File: src/rtl/ptt_pkg.sv
// Package for the process tree tracking table.
// Holds operation, status and sequencer codes and the fixed field widths.
// No dependencies.
`default_nettype none

package ptt_pkg;

    localparam int ID_W    = 32;
    localparam int KIND_W  = 3;
    localparam int STAT_W  = 3;
    localparam int COUNT_W = 6;

    localparam logic [ID_W-1:0] ALL_ONES = {ID_W{1'b1}};

    typedef enum logic [KIND_W-1:0] {
        K_START  = 3'd0,
        K_ADD    = 3'd1,
        K_SET    = 3'd2,
        K_GET    = 3'd3,
        K_STOP   = 3'd4
    } t_kind;

    typedef enum logic [STAT_W-1:0] {
        ST_OK        = 3'd0,
        ST_FULL      = 3'd1,
        ST_DUP       = 3'd2,
        ST_NO_PARENT = 3'd3,
        ST_NOT_FOUND = 3'd4
    } t_status;

    typedef enum logic [2:0] {
        S_IDLE,
        S_SCAN,
        S_EXEC,
        S_PWAIT,
        S_FIN
    } t_state;

endpackage

`default_nettype wire

File: src/rtl/process_tree_tracking_table_top.sv
// Process tree tracking table: top level with sequencer and entry memory.
// Depends on ptt_pkg and ptt_ram.
//
//  channel | direction | handshake           | payload
//  --------+-----------+---------------------+---------------------------------------------
//  input   | in        | i_valid / o_ready   | i_kind, i_handle, i_proc_id
//  result  | out       | o_valid / i_ready   | o_status, o_parent_id, o_running,
//          |           |                     | o_found_child, o_root_id, o_entry_count
//
// Start, stop and unused kinds go from transfer to the execute and final steps. Add,
// set id and get parent first scan the single read port of the entry memory, one
// entry a cycle; get parent adds a read of the parent id in the parent wait step.
// Reset clears the sequencer state, count, running flag and root id but not the
// entries; entries past the count are never read. A new item is taken while the
// previous result waits; a stalled result holds the sequencer in its final state.
`default_nettype none

module process_tree_tracking_table_top
    import ptt_pkg::*;
#(
    parameter int MAX_ENTRIES = 32
) (
    input  wire logic               i_clk,
    input  wire logic               i_rst_n,
    input  wire logic               i_valid,
    output logic                    o_ready,
    input  wire logic [KIND_W-1:0]  i_kind,
    input  wire logic [ID_W-1:0]    i_handle,
    input  wire logic [ID_W-1:0]    i_proc_id,
    output logic                    o_valid,
    input  wire logic               i_ready,
    output logic [STAT_W-1:0]       o_status,
    output logic [ID_W-1:0]         o_parent_id,
    output logic                    o_running,
    output logic                    o_found_child,
    output logic [ID_W-1:0]         o_root_id,
    output logic [COUNT_W-1:0]      o_entry_count
);

    localparam int IW = $clog2(MAX_ENTRIES);
    localparam int CW = $clog2(MAX_ENTRIES + 1);
    localparam int EW = 2 * ID_W + IW;
    localparam logic [CW-1:0] MAX_CNT = CW'(MAX_ENTRIES);

    // control
    t_state            r_state, n_state;
    logic [CW-1:0]     r_count, n_count;
    logic              r_running, n_running;
    logic              r_out_valid, n_out_valid;
    logic [CW-1:0]     r_rd_idx, n_rd_idx;
    logic              r_cmp_vld, n_cmp_vld;
    logic              r_h_hit, n_h_hit;
    logic              r_id_hit, n_id_hit;

    // datapath
    logic [KIND_W-1:0] r_kind, n_kind;
    logic [ID_W-1:0]   r_handle, n_handle;
    logic [ID_W-1:0]   r_pid, n_pid;
    logic [ID_W-1:0]   r_root, n_root;
    logic [IW-1:0]     r_cmp_idx, n_cmp_idx;
    logic [IW-1:0]     r_h_idx, n_h_idx;
    logic [IW-1:0]     r_h_par, n_h_par;
    logic [IW-1:0]     r_id_idx, n_id_idx;
    logic [IW-1:0]     r_id_par, n_id_par;
    t_status           r_res_status, n_res_status;
    logic [ID_W-1:0]   r_res_parent, n_res_parent;
    logic [STAT_W-1:0] r_o_status, n_o_status;
    logic [ID_W-1:0]   r_o_parent, n_o_parent;
    logic              r_o_running, n_o_running;
    logic              r_o_child, n_o_child;
    logic [ID_W-1:0]   r_o_root, n_o_root;
    logic [CW-1:0]     r_o_count, n_o_count;

    // entry memory: {handle, id, parent index}
    logic              ram_we, ram_re;
    logic [IW-1:0]     ram_waddr, ram_raddr;
    logic [EW-1:0]     ram_wdata, ram_rdata;
    logic [ID_W-1:0]   rd_handle, rd_id;
    logic [IW-1:0]     rd_par;

    assign rd_handle = ram_rdata[EW-1 -: ID_W];
    assign rd_id     = ram_rdata[IW +: ID_W];
    assign rd_par    = ram_rdata[IW-1:0];

    ptt_ram #(
        .WIDTH (EW),
        .DEPTH (MAX_ENTRIES)
    ) u_entries (
        .i_clk   (i_clk),
        .i_we    (ram_we),
        .i_waddr (ram_waddr),
        .i_wdata (ram_wdata),
        .i_re    (ram_re),
        .i_raddr (ram_raddr),
        .o_rdata (ram_rdata)
    );

    always_comb begin
        n_state      = r_state;
        n_count      = r_count;
        n_running    = r_running;
        n_out_valid  = r_out_valid;
        n_rd_idx     = r_rd_idx;
        n_cmp_vld    = r_cmp_vld;
        n_h_hit      = r_h_hit;
        n_id_hit     = r_id_hit;
        n_kind       = r_kind;
        n_handle     = r_handle;
        n_pid        = r_pid;
        n_root       = r_root;
        n_cmp_idx    = r_cmp_idx;
        n_h_idx      = r_h_idx;
        n_h_par      = r_h_par;
        n_id_idx     = r_id_idx;
        n_id_par     = r_id_par;
        n_res_status = r_res_status;
        n_res_parent = r_res_parent;
        n_o_status   = r_o_status;
        n_o_parent   = r_o_parent;
        n_o_running  = r_o_running;
        n_o_child    = r_o_child;
        n_o_root     = r_o_root;
        n_o_count    = r_o_count;

        ram_we    = 1'b0;
        ram_waddr = '0;
        ram_wdata = '0;
        ram_re    = 1'b0;
        ram_raddr = r_rd_idx[IW-1:0];

        if (r_out_valid && i_ready) begin
            n_out_valid = 1'b0;
        end

        case (r_state)
            S_IDLE: begin
                if (i_valid) begin
                    n_kind       = i_kind;
                    n_handle     = i_handle;
                    n_pid        = i_proc_id;
                    n_rd_idx     = '0;
                    n_cmp_vld    = 1'b0;
                    n_h_hit      = 1'b0;
                    n_id_hit     = 1'b0;
                    n_res_status = ST_OK;
                    n_res_parent = '0;
                    if (i_kind == K_ADD || i_kind == K_SET || i_kind == K_GET) begin
                        n_state = S_SCAN;
                    end else begin
                        n_state = S_EXEC;
                    end
                end
            end

            S_SCAN: begin
                // compare the entry read last cycle; keep the first match of each kind
                if (r_cmp_vld) begin
                    if (!r_h_hit && rd_handle == r_handle) begin
                        n_h_hit = 1'b1;
                        n_h_idx = r_cmp_idx;
                        n_h_par = rd_par;
                    end
                    if (!r_id_hit && rd_id == r_pid) begin
                        n_id_hit = 1'b1;
                        n_id_idx = r_cmp_idx;
                        n_id_par = rd_par;
                    end
                end
                if (r_rd_idx < r_count) begin
                    ram_re    = 1'b1;
                    n_rd_idx  = r_rd_idx + CW'(1);
                    n_cmp_vld = 1'b1;
                    n_cmp_idx = r_rd_idx[IW-1:0];
                end else begin
                    n_cmp_vld = 1'b0;
                    n_state   = S_EXEC;
                end
            end

            S_EXEC: begin
                n_state = S_FIN;
                case (r_kind)
                    K_START: begin
                        ram_we    = 1'b1;
                        ram_waddr = '0;
                        ram_wdata = {ALL_ONES, r_pid, {IW{1'b0}}};
                        n_count   = CW'(1);
                        n_running = 1'b1;
                        n_root    = r_pid;
                    end
                    K_STOP: begin
                        n_count   = '0;
                        n_running = 1'b0;
                    end
                    K_ADD: begin
                        if (r_count >= MAX_CNT) begin
                            n_res_status = ST_FULL;
                        end else if (r_h_hit) begin
                            n_res_status = ST_DUP;
                        end else if (!r_id_hit) begin
                            n_res_status = ST_NO_PARENT;
                        end else begin
                            ram_we    = 1'b1;
                            ram_waddr = r_count[IW-1:0];
                            ram_wdata = {r_handle, ALL_ONES, r_id_idx};
                            n_count   = r_count + CW'(1);
                        end
                    end
                    K_SET: begin
                        if (!r_h_hit) begin
                            n_res_status = ST_NOT_FOUND;
                        end else begin
                            ram_we    = 1'b1;
                            ram_waddr = r_h_idx;
                            ram_wdata = {ALL_ONES, r_pid, r_h_par};
                            if (r_h_idx == '0) begin
                                n_root = r_pid;
                            end
                        end
                    end
                    K_GET: begin
                        if (!r_id_hit) begin
                            n_res_status = ST_NOT_FOUND;
                            n_res_parent = ALL_ONES;
                        end else if (r_id_idx == '0) begin
                            n_res_parent = ALL_ONES;
                        end else begin
                            ram_re    = 1'b1;
                            ram_raddr = r_id_par;
                            n_state   = S_PWAIT;
                        end
                    end
                    default: begin
                    end
                endcase
            end

            S_PWAIT: begin
                n_res_parent = rd_id;
                n_state      = S_FIN;
            end

            S_FIN: begin
                if (!r_out_valid || i_ready) begin
                    n_out_valid = 1'b1;
                    n_o_status  = r_res_status;
                    n_o_parent  = r_res_parent;
                    n_o_running = r_running;
                    n_o_child   = (r_count > CW'(1));
                    n_o_root    = r_root;
                    n_o_count   = r_count;
                    n_state     = S_IDLE;
                end
            end

            default: begin
                n_state = S_IDLE;
            end
        endcase
    end

    always_ff @(posedge i_clk) begin
        if (!i_rst_n) begin
            r_state     <= S_IDLE;
            r_count     <= '0;
            r_running   <= 1'b0;
            r_out_valid <= 1'b0;
            r_rd_idx    <= '0;
            r_cmp_vld   <= 1'b0;
            r_h_hit     <= 1'b0;
            r_id_hit    <= 1'b0;
            r_root      <= ALL_ONES;
        end else begin
            r_state     <= n_state;
            r_count     <= n_count;
            r_running   <= n_running;
            r_out_valid <= n_out_valid;
            r_rd_idx    <= n_rd_idx;
            r_cmp_vld   <= n_cmp_vld;
            r_h_hit     <= n_h_hit;
            r_id_hit    <= n_id_hit;
            r_root      <= n_root;
        end
    end

    always_ff @(posedge i_clk) begin
        r_kind       <= n_kind;
        r_handle     <= n_handle;
        r_pid        <= n_pid;
        r_cmp_idx    <= n_cmp_idx;
        r_h_idx      <= n_h_idx;
        r_h_par      <= n_h_par;
        r_id_idx     <= n_id_idx;
        r_id_par     <= n_id_par;
        r_res_status <= n_res_status;
        r_res_parent <= n_res_parent;
        r_o_status   <= n_o_status;
        r_o_parent   <= n_o_parent;
        r_o_running  <= n_o_running;
        r_o_child    <= n_o_child;
        r_o_root     <= n_o_root;
        r_o_count    <= n_o_count;
    end

    assign o_ready       = (r_state == S_IDLE);
    assign o_valid       = r_out_valid;
    assign o_status      = r_o_status;
    assign o_parent_id   = r_o_parent;
    assign o_running     = r_o_running;
    assign o_found_child = r_o_child;
    assign o_root_id     = r_o_root;
    assign o_entry_count = COUNT_W'(r_o_count);

`ifndef SYNTHESIS
    a_count_bound: assert property (@(posedge i_clk) disable iff (!i_rst_n)
        r_count <= MAX_CNT)
        else $error("entry count above table size");

    a_write_in_exec: assert property (@(posedge i_clk) disable iff (!i_rst_n)
        ram_we |-> r_state == S_EXEC)
        else $error("entry write outside execute step");

    a_count_step: assert property (@(posedge i_clk) disable iff (!i_rst_n)
        (r_state == S_EXEC && r_kind == K_ADD) |=>
            (r_count == $past(r_count) || r_count == $past(r_count) + CW'(1)))
        else $error("add changed count by more than one");

    a_result_from_fin: assert property (@(posedge i_clk) disable iff (!i_rst_n)
        $rose(o_valid) |-> $past(r_state == S_FIN))
        else $error("result raised outside final step");

    a_scan_idle_quiet: assert property (@(posedge i_clk) disable iff (!i_rst_n)
        (r_state == S_IDLE) |-> !ram_re && !ram_we)
        else $error("memory access while idle");
`endif

endmodule

`default_nettype wire

File: src/rtl/ptt_ram.sv
// Generic single-write, single-read synchronous RAM with registered read data.
// No package dependency.
`default_nettype none

module ptt_ram #(
    parameter int WIDTH = 8,
    parameter int DEPTH = 16
) (
    input  wire logic                     i_clk,
    input  wire logic                     i_we,
    input  wire logic [$clog2(DEPTH)-1:0] i_waddr,
    input  wire logic [WIDTH-1:0]         i_wdata,
    input  wire logic                     i_re,
    input  wire logic [$clog2(DEPTH)-1:0] i_raddr,
    output logic      [WIDTH-1:0]         o_rdata
);

    logic [WIDTH-1:0] r_mem [DEPTH];

    always_ff @(posedge i_clk) begin
        if (i_we) begin
            r_mem[i_waddr] <= i_wdata;
        end
        if (i_re) begin
            o_rdata <= r_mem[i_raddr];
        end
    end

endmodule

`default_nettype wire
File: config.mk
export PLATFORM = sky130hd
export DESIGN_NAME = process_tree_tracking_table_top
export DESIGN_NICKNAME = d
export VERILOG_FILES = /design/src/rtl/ptt_pkg.sv /design/src/rtl/process_tree_tracking_table_top.sv /design/src/rtl/ptt_ram.sv
export SDC_FILE = /design/constraint.sdc
export NUM_CORES = 2
export LEC_CHECK = 0
export ABC_CLOCK_PERIOD_IN_PS = 10100
export BUFFER_PORTS_ARGS = -buffer_cell sky130_fd_sc_hd__buf_4
export CAP_MARGIN = 10
export CORE_MARGIN = 2
export CORE_UTILIZATION = 45
export CTS_CLUSTER_SIZE = 25
export DETAILED_ROUTE_END_ITERATION = 16
export PLACE_DENSITY = 0.64
export RECOVER_POWER = 50
export SLEW_MARGIN = 10
export SYNTH_ARGS = -nofsm -noshare
export SYNTH_HDL_FRONTEND = slang
export SYNTH_SLANG_ARGS = --single-unit
File: constraint.sdc
create_clock -name i_clk -period 10.1 [get_ports i_clk]
set_input_delay 1.01 -clock i_clk [delete_from_list [all_inputs] [get_ports i_clk]]
set_output_delay 1.01 -clock i_clk [all_outputs]
set_load 0.02 [all_outputs]
==> key figures <==
Clock network
  – H-tree levels: 4
  – CTS Buf Count: 238
  – Hold_buf cts: 0
  – Postcts setup bufs: 0
  – Worst skew pair latency: 0.89 ns
  – Post-CTS sizing: 0
  – CTS Buffer Depth: 3
  – CTS clk-pin slew, worst paths: 0.06 ns
  – Clock sink total: 2531
  – CTS tree: built
  – Root Driver: clkbuf_16

Worst setup path
  – WS Path Type: reg2reg
  – Crit-path cells: nor3b_1, and3_1, a22oi_1, nor2b_1, nand2_1, nor2_1, buf_4
  – Worst Path Arrival: around 8 ns
  – CP max stage cell: and3_1
  – Slowest stage delay, CP: roughly 2.0 ns
  – Crit path max fanout: 52
  – Crit path required time: 10.57 ns
  – CP Launch Type: flop
  – Crit. End Element: flop

Global route
  – GR peak layer: met2
  – Initial antenna violation count: 6
  – Pin count of the biggest net entering global routing: 169
  – Vias in the first global route: 56156
  – First-pass GRT wire length: 389000 um
  – Grt total ovfl: 0
  – Overall Global Routing Usage: 0.237
  – M2 GR Usage: 0.370
  – Met3 usage: 0.0378
  – GRT met1 Usage: 0.347

Synthesis
  – Post-synth top area cell: edfxtp_1
  – Top cells by area, synth: edfxtp_1, nand2_1, nand3_1
  – Cells after Synth: just under 7000
  – Post-synth EDFFs: 2479
  – Post-synth top area share: 0.763
  – Most frequent cells after synthesis: edfxtp_1, nand2_1, nand3_1
  – Syn Area/Cell: 14.4 sq um
  – Top FF cell, synth: edfxtp_1
  – Syn. warnings: 0
  – Synth Cell Area: 0.0976 sq mm
  – Xor/xnor share of the synthesized area: 0.00610
  – Syn_nets: just under 7000
  – Synth Area in Adders: 0.00115
  – Synth cell types: 58
  – Ys async rst share: 0
  – Largest family of logic cells by synthesized area: simple AND/OR/NAND/NOR gates
  – Post-synthesis register bit count: 2531
  – Sequential-to-total area share from yosys stat: 0.774
  – Cell with the most instances after synthesis: edfxtp_1
  – Post-synthesis compound-gate area fraction: 0.0521
  – Synth Area in Simple Gates: 0.125
  – Post-synthesis mux area share: 0.0212

Status
  – Outcome: finished, violations left
  – Failing checks: max-capacitance violations, max-slew violations

Timing
  – Final setup margin: 2.55 ns
  – Slew HR: -1.70
  – Final hold vios: 0
  – Final Critical Period: 7.55 ns
  – Crit share post-route: 0.748
  – Worst clock skew: just under 0.04 ns
  – # setup viols final: 0
  – Setup TNS: 0 ns
  – Hold WS: 0.320 ns
  – Max Freq: 0.132 GHz
  – RSZ-0062 raised after global routing: no
  – Worst slew pin tran: 4.06 ns
  – Slew Limit Fails: 1143

Finish
  – Share of layout cells above drive strength 1: 0.0863
  – Filler Cells Inserted: 17664
  – Layout area overhead: 11.9%
  – Final core utilization: 0.508
  – Fin area: 0.109 sq mm
  – Post-route insts no fill: 9968
  – Multi-input gate area: 0.0204 sq mm
  – NumNets Final: 7002
  – Seq. cell area: around 0.075 sq mm

Route
  – First-pass DRT Iterations: 6
  – Routed via count: 59203
  – Vias per Instance: just under 6
  – DR iter-0 viols: 8122
  – WL final: 268000 um
  – DRC: 0
  – Routed len/inst: 26.9 um
  – ANT nets after route: 0

Placement
  – Placed Instances: between 9000 and 10000
  – Detailed Place HPWL: about 140000 um
  – Placed Area: 0.102 sq mm
  – Port-buffer cells: 147
  – Placer Congestion: 0.829
  – Post-Place Setup Slack: 4.31 ns

Floorplan
  – DIE AREA: 0.221 sq mm
  – Initial Util: 0.454
  – Io pins: 148
  – Core area: 0.215 sq mm
  – Die H: 470 um
  – Rows: 170
  – Die Wd: 470 um

Hold path
  – Worst hold path type: in2reg

Run
  – Max cap viols: 35

Pwr
  – Peak VDD IR: 198 uV
  – Pleak: 35.4 nW
  – Tot Pwr: 20.7 mW
  – P per Cell Area: 189 mW/mm^2
[worst paths after layout]
| path | start | to | slack (ns) | cells after the start |
|---|---|---|---|---|
| worst max-delay path | r_kind[0] | u_entries.r_mem[22][47] | 2.55 | 7 |
| worst min-delay path | i_handle[20] | r_handle[20] | 0.32 | 1 |
| worst max register to register | r_kind[0] | u_entries.r_mem[22][47] | 2.55 | 7 |
| worst min register to register | r_res_parent[23] | o_parent_id[23] | 0.41 | 0 |
[kinds of logic after synthesis]
group                    after synthesis
AND/OR/NAND/NOR                     2916
XOR/XNOR                              68
AO/OA/AOI/OAI                        621
flip-flops                          2531
buffers and inverters                442
adder cells (fa/ha/maj)                9
multiplexers                         207
[sequential cells by signal, indices dropped and copies added (netlist names), 3 cells and up]
name,count
o_entry_count,6
o_parent_id,32
o_root_id,32
o_status,3
r_cmp_idx,5
r_count,6
r_h_idx,5
r_h_par,5
r_handle,32
r_id_idx,5
r_id_par,5
r_kind,3
r_pid,32
r_rd_idx,6
r_res_parent,32
r_res_status,3
r_root,32
r_state,3
u_entries.o_rdata,69
u_entries.r_mem,2208
[area by class of cell]
cell class / count / share of cell area
Inverter: 21 / 0.000733
Timing Repair Buffer: 309 / 0.0179
Tap cell: 2838 / 0.0325
Antenna cell: 2 / 0.0000458
Clock buffer: 312 / 0.0582
Multi-Input combinational cell: 3821 / 0.187
Sequential cell: 2531 / 0.691
Clock inverter: 134 / 0.0124
[worst max-delay path: cells and delay by family, from the launching register on]
kind                   cells  cell delay (ns)
AND/OR/NAND/NOR            5             4.70
buffers and inverters      1             1.13
AO/OA/AOI/OAI              1             0.61
flip-flops                 1             0.61
[routing by layer]
| layer | wire length [um] | up-vias | share of wire |
|---|---|---|---|
| li1 | - | 25646 | - |
| met1 | 112000 | 29949 | 0.42 |
| met2 | 123000 | 3215 | 0.46 |
| met3 | 25900 | 393 | 0.097 |
| met4 | 6480 | 0 | 0.024 |
| met5 | 0 | - | 0 |
[power breakdown]
| group | leakage (nW) | internal, mW | switching, mW |
|---|---|---|---|
| Sequential | 18.8 | 11.5 | 0.0573 |
| Clock | 3.75 | 5.03 | 3.85 |
| Combinational | 12.9 | 0.0637 | 0.175 |
| Total | 35.4 | 16.6 | 4.08 |
[layout by cell type, fill, tap and decap left out, types with 32 or more instances in the layout]
| cell | count |
|---|---|
| edfxtp_1 | 2479 |
| nand2_1 | 1968 |
| nand3_1 | 742 |
| clkbuf_16 | 243 |
| a31oi_1 | 208 |
| clkbuf_1 | 208 |
| mux2i_1 | 207 |
| a32oi_1 | 207 |
| buf_4 | 96 |
| nand4_1 | 74 |
| a2111oi_2 | 70 |
| xor2_1 | 65 |
| clkbuf_4 | 59 |
| clkinv_1 | 53 |
| dfxtp_1 | 52 |
| a21oi_1 | 51 |
| nor2_1 | 40 |
| clkinv_2 | 39 |
| o21a_1 | 32 |
Power figures use the tool's default switching activity.
